### src/design/khmc_pkg.sv
// Package for the kettle heater mode controller.
// Holds event and mode codes, reset constants and shared structs.
// No dependencies.
package khmc_pkg;

  typedef enum logic [2:0] {
    CMD_SAMPLE     = 3'd0,
    CMD_BOIL_KEY   = 3'd1,
    CMD_WARM_KEY   = 3'd2,
    CMD_SET_BOIL   = 3'd3,
    CMD_SET_WARM   = 3'd4,
    CMD_SET_TARGET = 3'd5,
    CMD_SET_WATER  = 3'd6,
    CMD_TICK       = 3'd7
  } cmd_e;

  typedef enum logic [1:0] {
    MODE_IDLE      = 2'd0,
    MODE_HEAT      = 2'd1,
    MODE_WARM_TAP  = 2'd2,
    MODE_WARM_PURE = 2'd3
  } mode_e;

  typedef enum logic [1:0] {
    BUZZ_NONE  = 2'd0,
    BUZZ_BEEP  = 2'd1,
    BUZZ_FAULT = 2'd2,
    BUZZ_STOP  = 2'd3
  } buzz_e;

  // configuration register indexes
  localparam logic [1:0] CFG_BOIL_THRESHOLD  = 2'd0;
  localparam logic [1:0] CFG_FAULT_LIMIT     = 2'd1;
  localparam logic [1:0] CFG_HYSTERESIS_BAND = 2'd2;

  localparam logic [7:0] BOIL_THRESHOLD_RST  = 8'd97;
  localparam logic [7:0] FAULT_LIMIT_RST     = 8'd105;
  localparam logic [3:0] HYSTERESIS_BAND_RST = 4'd3;
  localparam logic [6:0] TARGET_TEMP_RST     = 7'd55;
  localparam logic [7:0] TARGET_MIN          = 8'd45;
  localparam logic [7:0] TARGET_MAX          = 8'd90;

  // drive bit positions
  localparam int DRV_RELAY  = 0;
  localparam int DRV_RED    = 1;
  localparam int DRV_ORANGE = 2;
  localparam int DRV_GREEN  = 3;

  // report mask bit positions
  localparam int REP_BOIL  = 0;
  localparam int REP_WARM  = 1;
  localparam int REP_TEMP  = 2;
  localparam int REP_FAULT = 3;

  typedef struct packed {
    logic [7:0] boil_threshold;
    logic [7:0] fault_limit;
    logic [3:0] hysteresis_band;
  } cfg_t;

  typedef struct packed {
    logic       boil_on;
    logic       warm_on;
    logic [7:0] current_temp;
    logic [6:0] target_temp;
    logic       pure_water;
    logic       fault_latched;
    mode_e      work_mode;
    logic [3:0] drive_bits;
  } state_t;

  typedef struct packed {
    logic       relay_on;
    logic       led_red;
    logic       led_orange;
    logic       led_green;
    buzz_e      buzzer_action;
    logic       fault_flag;
    mode_e      mode_now;
    logic       water_pure;
    logic       boil_enable;
    logic       warm_enable;
    logic [3:0] report_mask;
    logic [7:0] echo_value;
  } result_t;

endpackage

### src/design/khmc_cfg.sv
// Configuration register file of the kettle heater mode controller.
// Depends on khmc_pkg.
module khmc_cfg (
  input  logic             clk_i,
  input  logic             rst_ni,
  input  logic             cfg_we_i,
  input  logic [1:0]       cfg_idx_i,
  input  logic [7:0]       cfg_wdata_i,
  output khmc_pkg::cfg_t   cfg_o
);

  khmc_pkg::cfg_t cfg_q, cfg_d;

  always_comb begin
    cfg_d = cfg_q;
    if (cfg_we_i) begin
      unique case (cfg_idx_i)
        khmc_pkg::CFG_BOIL_THRESHOLD:  cfg_d.boil_threshold  = cfg_wdata_i;
        khmc_pkg::CFG_FAULT_LIMIT:     cfg_d.fault_limit     = cfg_wdata_i;
        khmc_pkg::CFG_HYSTERESIS_BAND: cfg_d.hysteresis_band = cfg_wdata_i[3:0];
        default: ;
      endcase
    end
  end

  always_ff @(posedge clk_i or negedge rst_ni) begin
    if (!rst_ni) begin
      cfg_q.boil_threshold  <= khmc_pkg::BOIL_THRESHOLD_RST;
      cfg_q.fault_limit     <= khmc_pkg::FAULT_LIMIT_RST;
      cfg_q.hysteresis_band <= khmc_pkg::HYSTERESIS_BAND_RST;
    end else begin
      cfg_q <= cfg_d;
    end
  end

  assign cfg_o = cfg_q;

endmodule

### src/design/khmc_core.sv
// Event step logic: applies one event to the controller state and forms the result.
// Purely combinational. Depends on khmc_pkg.
module khmc_core (
  input  khmc_pkg::cfg_t    cfg_i,
  input  khmc_pkg::state_t  state_i,
  input  khmc_pkg::cmd_e    cmd_i,
  input  logic [7:0]        value_i,
  output khmc_pkg::state_t  state_o,
  output khmc_pkg::result_t res_o
);

  khmc_pkg::state_t  s;
  khmc_pkg::buzz_e   buzz;
  logic [3:0]        rep;
  logic [7:0]        echo;
  logic              nz;
  logic [8:0]        temp_plus_band;

  assign nz = (value_i != 8'd0);
  assign temp_plus_band = {1'b0, s.current_temp} + {5'd0, cfg_i.hysteresis_band};

  always_comb begin
    s    = state_i;
    buzz = khmc_pkg::BUZZ_NONE;
    rep  = 4'd0;
    echo = 8'd0;

    unique case (cmd_i)
      khmc_pkg::CMD_SAMPLE: begin
        if (s.current_temp != value_i) begin
          s.current_temp = value_i;
          rep[khmc_pkg::REP_TEMP] = 1'b1;
        end
      end
      khmc_pkg::CMD_BOIL_KEY: begin
        if (!s.fault_latched) begin
          s.boil_on = ~s.boil_on;
          s.drive_bits[khmc_pkg::DRV_RED] = s.boil_on;
          rep[khmc_pkg::REP_BOIL] = 1'b1;
          buzz = khmc_pkg::BUZZ_BEEP;
        end
      end
      khmc_pkg::CMD_WARM_KEY: begin
        if (!s.fault_latched) begin
          s.warm_on = ~s.warm_on;
          s.drive_bits[khmc_pkg::DRV_ORANGE] = s.warm_on;
          rep[khmc_pkg::REP_WARM] = 1'b1;
          buzz = khmc_pkg::BUZZ_BEEP;
        end
      end
      khmc_pkg::CMD_SET_BOIL: begin
        if (!s.fault_latched) begin
          s.boil_on = nz;
          s.drive_bits[khmc_pkg::DRV_RED] = nz;
          rep[khmc_pkg::REP_BOIL] = 1'b1;
        end
        echo = {7'd0, s.boil_on};
      end
      khmc_pkg::CMD_SET_WARM: begin
        if (!s.fault_latched) begin
          s.warm_on = nz;
          s.drive_bits[khmc_pkg::DRV_ORANGE] = nz;
          rep[khmc_pkg::REP_WARM] = 1'b1;
        end
        echo = {7'd0, s.warm_on};
      end
      khmc_pkg::CMD_SET_TARGET: begin
        if (value_i >= khmc_pkg::TARGET_MIN && value_i <= khmc_pkg::TARGET_MAX) begin
          s.target_temp = value_i[6:0];
        end
        echo = {1'b0, s.target_temp};
      end
      khmc_pkg::CMD_SET_WATER: begin
        s.pure_water = nz;
        echo = {7'd0, nz};
      end
      default: ;
    endcase

    // over-temperature fault latch and release
    if (!s.fault_latched) begin
      if (s.current_temp >= cfg_i.fault_limit) begin
        s.fault_latched = 1'b1;
        s.boil_on       = 1'b0;
        s.warm_on       = 1'b0;
        s.drive_bits    = 4'd0;
        buzz            = khmc_pkg::BUZZ_FAULT;
        rep[khmc_pkg::REP_BOIL]  = 1'b1;
        rep[khmc_pkg::REP_WARM]  = 1'b1;
        rep[khmc_pkg::REP_FAULT] = 1'b1;
      end
    end else if (s.current_temp < cfg_i.fault_limit) begin
      s.fault_latched = 1'b0;
      buzz            = khmc_pkg::BUZZ_STOP;
      rep[khmc_pkg::REP_FAULT] = 1'b1;
    end

    if (s.boil_on) begin
      s.work_mode = khmc_pkg::MODE_HEAT;
    end else if (s.warm_on) begin
      s.work_mode = s.pure_water ? khmc_pkg::MODE_WARM_PURE : khmc_pkg::MODE_WARM_TAP;
    end else begin
      s.work_mode = khmc_pkg::MODE_IDLE;
    end

    if (!s.fault_latched) begin
      unique case (s.work_mode)
        khmc_pkg::MODE_IDLE: begin
          s.drive_bits = 4'd0;
        end
        khmc_pkg::MODE_HEAT: begin
          if (s.current_temp >= cfg_i.boil_threshold) begin
            s.pure_water = 1'b1;
            s.boil_on    = 1'b0;
            rep[khmc_pkg::REP_BOIL] = 1'b1;
            s.drive_bits[khmc_pkg::DRV_RED]   = 1'b0;
            s.drive_bits[khmc_pkg::DRV_RELAY] = 1'b0;
          end else begin
            s.drive_bits[khmc_pkg::DRV_RELAY] = 1'b1;
          end
        end
        khmc_pkg::MODE_WARM_TAP: begin
          if (s.current_temp >= cfg_i.boil_threshold) begin
            s.pure_water = 1'b1;
            s.drive_bits[khmc_pkg::DRV_RELAY] = 1'b0;
          end else begin
            s.drive_bits[khmc_pkg::DRV_RELAY] = 1'b1;
          end
        end
        khmc_pkg::MODE_WARM_PURE: begin
          // hold between target minus band and target
          if (s.current_temp > {1'b0, s.target_temp}) begin
            s.drive_bits[khmc_pkg::DRV_ORANGE] = 1'b1;
            s.drive_bits[khmc_pkg::DRV_GREEN]  = 1'b0;
            s.drive_bits[khmc_pkg::DRV_RELAY]  = 1'b0;
          end else if (temp_plus_band < {2'd0, s.target_temp}) begin
            s.drive_bits[khmc_pkg::DRV_ORANGE] = 1'b1;
            s.drive_bits[khmc_pkg::DRV_RELAY]  = 1'b1;
            s.drive_bits[khmc_pkg::DRV_GREEN]  = 1'b0;
          end else begin
            s.drive_bits[khmc_pkg::DRV_GREEN]  = 1'b1;
            s.drive_bits[khmc_pkg::DRV_ORANGE] = 1'b0;
            s.drive_bits[khmc_pkg::DRV_RELAY]  = 1'b0;
          end
        end
        default: ;
      endcase
    end
  end

  assign state_o = s;

  always_comb begin
    res_o.relay_on      = s.drive_bits[khmc_pkg::DRV_RELAY];
    res_o.led_red       = s.drive_bits[khmc_pkg::DRV_RED];
    res_o.led_orange    = s.drive_bits[khmc_pkg::DRV_ORANGE];
    res_o.led_green     = s.drive_bits[khmc_pkg::DRV_GREEN];
    res_o.buzzer_action = buzz;
    res_o.fault_flag    = s.fault_latched;
    res_o.mode_now      = s.work_mode;
    res_o.water_pure    = s.pure_water;
    res_o.boil_enable   = s.boil_on;
    res_o.warm_enable   = s.warm_on;
    res_o.report_mask   = rep;
    res_o.echo_value    = echo;
  end

endmodule

### src/design/kettle_heater_mode_controller_top.sv
// Top level of the kettle heater mode controller.
// Instantiates khmc_cfg and khmc_core; depends on khmc_pkg.
//
// Takes one event item per cycle and returns one result item per event, in order.
// An accepted item is held in the input register, then its result is
// computed against the controller state in one pass and lands in the output
// register, and the rate is one item per clock while the output side keeps
// taking results. State and result update together, so a stall downstream
// holds the pipe without losing or repeating an item. Configuration writes
// take effect at the next edge and are expected only while the block is idle.
module kettle_heater_mode_controller_top (
  input  logic       clk_i,
  input  logic       rst_ni,
  input  logic       cfg_we_i,
  input  logic [1:0] cfg_idx_i,
  input  logic [7:0] cfg_wdata_i,
  input  logic       in_valid_i,
  output logic       in_stall_o,
  input  logic [2:0] cmd_i,
  input  logic [7:0] value_i,
  output logic       out_valid_o,
  input  logic       out_stall_i,
  output logic       relay_on_o,
  output logic       led_red_o,
  output logic       led_orange_o,
  output logic       led_green_o,
  output logic [1:0] buzzer_action_o,
  output logic       fault_flag_o,
  output logic [1:0] mode_now_o,
  output logic       water_pure_o,
  output logic       boil_enable_o,
  output logic       warm_enable_o,
  output logic [3:0] report_mask_o,
  output logic [7:0] echo_value_o
);

  khmc_pkg::cfg_t    cfg;
  khmc_pkg::state_t  state_q, state_d;
  khmc_pkg::result_t res_d, res_q;
  khmc_pkg::cmd_e    cmd_q;
  logic [7:0]        value_q;
  logic              in_valid_q;
  logic              out_valid_q;
  logic              adv;
  logic              in_acc;

  khmc_cfg u_cfg (
    .clk_i       (clk_i),
    .rst_ni      (rst_ni),
    .cfg_we_i    (cfg_we_i),
    .cfg_idx_i   (cfg_idx_i),
    .cfg_wdata_i (cfg_wdata_i),
    .cfg_o       (cfg)
  );

  khmc_core u_core (
    .cfg_i   (cfg),
    .state_i (state_q),
    .cmd_i   (cmd_q),
    .value_i (value_q),
    .state_o (state_d),
    .res_o   (res_d)
  );

  // output slot free or being emptied this cycle
  assign adv        = ~out_valid_q | ~out_stall_i;
  assign in_stall_o = in_valid_q & ~adv;
  assign in_acc     = in_valid_i & ~in_stall_o;

  always_ff @(posedge clk_i or negedge rst_ni) begin
    if (!rst_ni) begin
      in_valid_q  <= 1'b0;
      out_valid_q <= 1'b0;
    end else begin
      if (in_acc) begin
        in_valid_q <= 1'b1;
      end else if (adv) begin
        in_valid_q <= 1'b0;
      end
      if (adv) begin
        out_valid_q <= in_valid_q;
      end
    end
  end

  always_ff @(posedge clk_i) begin
    if (in_acc) begin
      cmd_q   <= khmc_pkg::cmd_e'(cmd_i);
      value_q <= value_i;
    end
    if (adv && in_valid_q) begin
      res_q <= res_d;
    end
  end

  always_ff @(posedge clk_i or negedge rst_ni) begin
    if (!rst_ni) begin
      state_q.boil_on       <= 1'b0;
      state_q.warm_on       <= 1'b0;
      state_q.current_temp  <= 8'd0;
      state_q.target_temp   <= khmc_pkg::TARGET_TEMP_RST;
      state_q.pure_water    <= 1'b0;
      state_q.fault_latched <= 1'b0;
      state_q.work_mode     <= khmc_pkg::MODE_IDLE;
      state_q.drive_bits    <= 4'd0;
    end else if (adv && in_valid_q) begin
      state_q <= state_d;
    end
  end

  assign out_valid_o     = out_valid_q;
  assign relay_on_o      = res_q.relay_on;
  assign led_red_o       = res_q.led_red;
  assign led_orange_o    = res_q.led_orange;
  assign led_green_o     = res_q.led_green;
  assign buzzer_action_o = res_q.buzzer_action;
  assign fault_flag_o    = res_q.fault_flag;
  assign mode_now_o      = res_q.mode_now;
  assign water_pure_o    = res_q.water_pure;
  assign boil_enable_o   = res_q.boil_enable;
  assign warm_enable_o   = res_q.warm_enable;
  assign report_mask_o   = res_q.report_mask;
  assign echo_value_o    = res_q.echo_value;

endmodule

### config.mk
export PLATFORM = sky130hd
export DESIGN_NAME = kettle_heater_mode_controller_top
export DESIGN_NICKNAME = d
export VERILOG_FILES = /design/src/design/khmc_pkg.sv /design/src/design/khmc_cfg.sv /design/src/design/khmc_core.sv /design/src/design/kettle_heater_mode_controller_top.sv
export SDC_FILE = /design/constraint.sdc
export NUM_CORES = 1
export LEC_CHECK = 0
export BUFFER_PORTS_ARGS = -buffer_cell sky130_fd_sc_hd__buf_2
export CAP_MARGIN = 15
export CORE_MARGIN = 5
export CORE_UTILIZATION = 50
export CTS_BUF_LIST = sky130_fd_sc_hd__clkbuf_8
export CTS_CLUSTER_DIAMETER = 100
export DETAILED_ROUTE_END_ITERATION = 8
export PLACE_DENSITY = 0.73
export SLEW_MARGIN = 20
export SYNTH_ARGS = -nofsm -noshare
export SYNTH_HDL_FRONTEND = slang
export SYNTH_SLANG_ARGS = --single-unit
### constraint.sdc
create_clock -name clk_i -period 4.25 [get_ports clk_i]
set_input_delay 0 -clock clk_i [delete_from_list [all_inputs] [get_ports clk_i]]
set_output_delay 0 -clock clk_i [all_outputs]
set_load 0.02 [all_outputs]
After elaboration in Yosys (flattened, before gate mapping)
Index checks and enable logic that the tools add are counted.
{"block": "totals", "regBits": 80, "inputBits": 26, "out_inout_bits": 26}
{"block": "op_classes", "add_sub_neg": 1, "order_cmp": 7, "n_eq_ne": 12, "muxes": 62, "n_bitwise": 9, "n_reduce_logical": 14}
{"op": "$mux W1", "n": 35}
{"op": "$pmux W7 S4", "n": 1}
{"op": "$mux W2", "n": 12}
{"op": "$ge A8 B8 Y1", "n": 2}
{"op": "$mux W8", "n": 2}
{"op": "$mux W7", "n": 2}
{"op": "$mux W4", "n": 3}
{"op": "$pmux W1 S2", "n": 5}
{"op": "$add A8 B4 Y9", "n": 1}
{"op": "$eq A3 B3 Y1 const B", "n": 3}
{"op": "$lt A9 B7 Y1", "n": 1}
{"op": "$ge A8 B6 Y1 const B", "n": 1}
{"op": "$gt A8 B7 Y1", "n": 1}
{"op": "$le A8 B7 Y1 const B", "n": 1}
{"op": "$lt A8 B8 Y1", "n": 1}
{"op": "$ne A8 B8 Y1", "n": 1}
{"op": "$reduce_bool A8 Y1", "n": 1}
{"op": "$reduce_or A2 Y1", "n": 4}
{"op": "$eq A2 B2 Y1 const B", "n": 3}
{"op": "$eq A3 B2 Y1 const B", "n": 2}
{"op": "$not A1 Y1", "n": 6}
{"op": "$reduce_and A2 Y1", "n": 3}
{"op": "$eq A2 B1 Y1 const B", "n": 2}
{"op": "$logic_not A2 Y1", "n": 2}
{"op": "other kinds (8)", "n": 10}

Longest topological paths before layout
{"block": "logic_depth", "word_depth": 12, "depth_mapped": 21, "mapped_depth_nobuf": 20}

Modules after synthesis
From an unflattened synthesis, not the netlist that was laid out.
{"block": "hier_totals", "cells_unflattened": 426, "area_unflattened_um2": 5003.5}
{"mod": "kettle_heater_mode_controller_top", "instances": 1, "cells_each": 95, "area_each_um2": 2174.6, "seq_area_each_um2": 1732.9}
{"mod": "khmc_core", "instances": 1, "cells_each": 288, "area_each_um2": 2054.5, "seq_area_each_um2": 0.0}
{"mod": "khmc_cfg", "instances": 1, "cells_each": 43, "area_each_um2": 774.5, "seq_area_each_um2": 511.7}

Worst setup path after synthesis
No wires, ideal clock.
{"block": "synth_path", "path_kind": "reg-to-reg", "startpoint": "reg value_q[1]", "endpoint": "reg state_q[2] in the netlist's numbering", "setup_time_ns": 0.090, "arrival_ns": 4.169, "required_time_ns": 4.160, "path_slack_ns": -0.009, "path_stages_with_launch": 21, "n_path_buf": 1, "period_less_slack_ns": 4.259, "cell_sequence": "edfxtp_1 clkbuf_1 xnor2_1 nand4_1 o21ai_2 mux2i_1 inv_1 ha_1 fa_1 and3_1 a211oi_1 nor3_1 xor2_1 ha_1 nand3_1 nor2_1 and2_0 a311o_1 a31oi_1 o21bai_1 a31oi_1"}
{"item": "start: declaration", "line": "kettle_heater_mode_controller_top.sv:41", "text": "logic [7:0] value_q;"}
{"item": "start signal: assignment", "line": "kettle_heater_mode_controller_top.sv:89", "text": "value_q <= value_i;"}
{"item": "end signal: assignment", "line": "kettle_heater_mode_controller_top.sv:107", "text": "state_q <= state_d;"}
{"item": "end: declaration", "line": "kettle_heater_mode_controller_top.sv:38", "text": "khmc_pkg::state_t state_q, state_d;"}

==> out/results.tsv <==
stage	metric	value	unit
yosys	number of synthesized flops with an enable pin	33	
place	Cells after DPL	642	
route	number of vias per cell after detailed routing	5.629	
yosys	number of distinct library cells after synthesis	59	
grt	overall fraction of global-route tracks in use	20.34	%
setup_path	critical path's slowest cell	edfxtp_1	
yosys	Syn Std Cell Area	0.004602	mm^2
job	maximum capacitance violations	0	
route	initial DRC count	236	
sta	Rel. slew slack	51.84	%
cts	clk_lat worst skew	350	ps
sta	minimum period implied by the final worst setup slack	4209	ps
sta	PnR worst setup slack	40.50	ps
place	final RePlAce weighted congestion	0.8838	
place	placed wire-length estimate after detailed placement	7971	um
setup_path	CP startpoint	value_q[5]	
setup_path	CP Cell Sequence	xnor2_1, nand4_1, o21ai_4, mux2i_2, inv_2, ha_4, fa_2, and3_4, a211oi_4, nor3_2, xor2_1, ha_1, nand3_2, nor2_2, and2_1, a311o_1, a31oi_1, buf_4, o31ai_1	
floorplan	Initial Util	50.52	%
yosys	number of cells produced by synthesis	457	
cts	TritonCTS clock tree	built	
sta	maximum achievable frequency	0.2376	GHz
floorplan	floorplan row count	35	
worst_hold_path	origin of the worst min-delay path	cfg_idx_i[0]	
finish	Area Overhead vs Synth	29.25	%
route	routed via count	3873	
cts	root buffer cell	clkbuf_8	
route	detailed-router iteration count before antenna repair	5	
cts	Clock transition at path regs	80	ps
finish	area of the multi-input gates	0.002484	mm^2
setup_path	required arrival time at the worst endpoint	4360	ps
sta	Max Clock Skew	8.865	ps
sta	Final Hold Fails	0	
place	port bufs	50	
grt	maximum number of pins on one net before global-route repair	46	
finish	count of nets after finishing	636	
sta	final hold slack	117.1	ps
route	routed wirelength normalized by instance count	16.96	um
grt	antenna violations before repair	0	
place	placed instance area	0.005221	mm^2
yosys	number of synthesis warnings	0	
cts	number of buffers inserted during clock tree synthesis	9	
floorplan	CORE AREA	0.009109	mm^2
yosys	count of state elements after synthesis	78	
power_and_ir_drop	Power, Total	3354	uW
grt	overall overflow remaining after global route	0	
route	DRT antenna net count	0	
sta	share of the clock period used by the worst path	99.05	%
sta	RSZ-0062 raised after global routing	yes	
grt	wire length of the first global-routing pass	18040	um
finish	filler cell count in the final layout	685	
worst_hold_path	HP Class	in -> reg	
yosys	ys async rst share	57.69	%
cts	buffers from clock root to sink, at most	2	
setup_path	Crit path buffers/inverters	2	
setup_path	worst r2r src	value_q[5]	
setup_path	top fanout value on the critical path	5	
route	total wire length after detailed routing	11670	um
finish	Reg area	0.002137	mm^2
finish	Non-Filler Cell Area, Final	0.005948	mm^2
sta	transition time of the tightest slew-check pin	722.4	ps
floorplan	Die ar.	0.01122	mm^2
sta	# setup viols final	0	
power_and_ir_drop	worst ir drop on vdd	0.2606	mV
cts	H-tree depth	3	
run_status	result of the run	complete, no violations	
floorplan	IO Count	52	
finish	share of post-route cells with drive strength above 1	32.41	%
setup_path	Worst Path Arrival	4310	ps
floorplan	height of the die	105.9	um
cts	number of clock sinks	78	
route	remaining design rule violation count	0	
setup_path	critical path launch point type	register	
place	setup slack at placement	6.234	ps
setup_path	critical path's largest stage delay	420	ps
grt	vias in the first global route	3730	
setup_path	critical path start-end classification	reg -> reg	
setup_path	Critical Path End Type	register	
yosys	mean post-synth cell area	10.07	um^2
floorplan	die span in x	105.9	um
yosys	net count after synthesis	521	
power_and_ir_drop	cell leakage power	0.002615	uW
setup_path	Crit path max-delay family	compound AO/OA/AOI/OAI gates	
finish	non-filler instance count after layout	688	
yosys	most used flip-flop cell after synthesis	edfxtp_1	
yosys	register area share after synthesis	46.38	%
finish	ANT cells	0	
power_and_ir_drop	P per Cell Area	563.9	mW/mm^2
sta	number of slew-limit violations in the final report	0	
[path summary, 6_finish.rpt]
path / end / slack (ps) / cells past startpoint
setup / recovery: led_green_o / 40 / 19
hold / removal: u_cfg.cfg_o[17] / 120 / 5
setup reg to reg: led_green_o / 40 / 19
hold reg to reg: state_q[9] / 500 / 2
max in group asynchronous: state_q[15] / 3640 / 2
min in group asynchronous: state_q[16] / 180 / 2
[metrics by stage]
| stage | util, % | setup TNS [ps] |
|---|---|---|
| after global placement | 57.32 | 0 |
| final | 65.30 | 0 |
| after global routing | 65.30 | -756.9 |
| after detailed placement | 57.32 | 0 |
| after CTS | 62.90 | 0 |
| after floorplan | - | 0 |
[metal layers]
layer / GRT usage (%) / wire (um)
met3: 4.857 / 625
met2: 34.65 / 5792
met5: 0 / 0
met4: 6.013 / 279
met1: 25.76 / 4973
[worst min-delay path, stage by stage]
cell	delay, ps
buf_2	100
nor3b_1	50
buf_4	170
nand2_1	70
o21ai_0	70
[cell usage in the layout (no fill, tap or decap), types with 6 or more instances in the layout]
cell type,n
nand2_1,61
buf_2,49
buf_4,47
o21ai_0,44
edfxtp_1,33
ha_1,32
inv_1,29
dfrtp_1,29
dlygate4sd3_1,23
a21oi_1,21
nor2_1,19
mux2_2,16
dfstp_2,14
nand2b_1,10
clkbuf_8,10
xnor2_1,7
nand3_1,7
o211ai_1,6
mux2i_1,6
nor2b_1,6
[power breakdown]
group          switching [uW]  internal (uW)
logic                     850            702
clock network             276            405
registers                 122           1000
[cells in the mapped netlist (all sizes together), types with 3 or more instances]
master	instances	share of area (%)
nand3b	5	0.82
o211ai	6	0.98
nand3	8	0.87
xnor2	11	2.1
dfstp	14	8.0
or3	3	0.41
o21ai	49	5.4
nand2b	10	1.4
mux2	17	4.2
edfxtp	33	22
dfrtp	31	17
a31oi	7	0.95
nand4	5	0.68
xor2	4	0.76
nand2	65	5.3
mux2i	9	2.0
nor2	21	1.9
buf	4	0.54
and2	3	0.41
ha	37	10
a21o	5	0.82
nor2b	6	0.82
clkbuf	11	0.90
a21oi	25	2.8
nor3	4	0.44
inv	30	2.4
[sequential cells by signal, indices dropped and copies added, names as in the netlist, 2 cells and up]
name	cells
state_q	23
buzzer_action_o	2
echo_value_o	7
mode_now_o	2
u_cfg.cfg_o	20
report_mask_o	3
cmd_q	3
value_q	8
[logic make-up (layout without fill, tap and decap cells)]
family | count (synthesis) | after routing | synth area share, %
AOI/OAI and AO/OA | 115 | 115 | 15.53
and+or+nand+nor | 139 | 139 | 14.65
muxes | 26 | 26 | 6.117
DFF | 78 | 78 | 46.38
other | 1 | 1 | 0.08149
buffers and inverters | 45 | 165 | 3.888
xor gates and xnor gates | 15 | 15 | 2.855
adders and majority gates | 38 | 38 | 10.49
[what timing repair did]
action	in CTS	in global routing
hold buffers	23	0
gates cloned	0	0
hold endpoints to repair	64	0
pin swaps	1	21
setup buffers	1	6
resized for setup	6	36
setup endpoints to repair	6	9
[cell type report]
class | count | share of cell area, %
well taps | 111 | 2.335
multi-input cells | 334 | 41.75
clock buffers | 10 | 2.314
inverters | 30 | 1.893
repair buffers | 119 | 13.93
flip-flops and latches | 78 | 35.93
clock inverters | 6 | 1.851
Note: power is estimated with default switching activity, not from simulation.
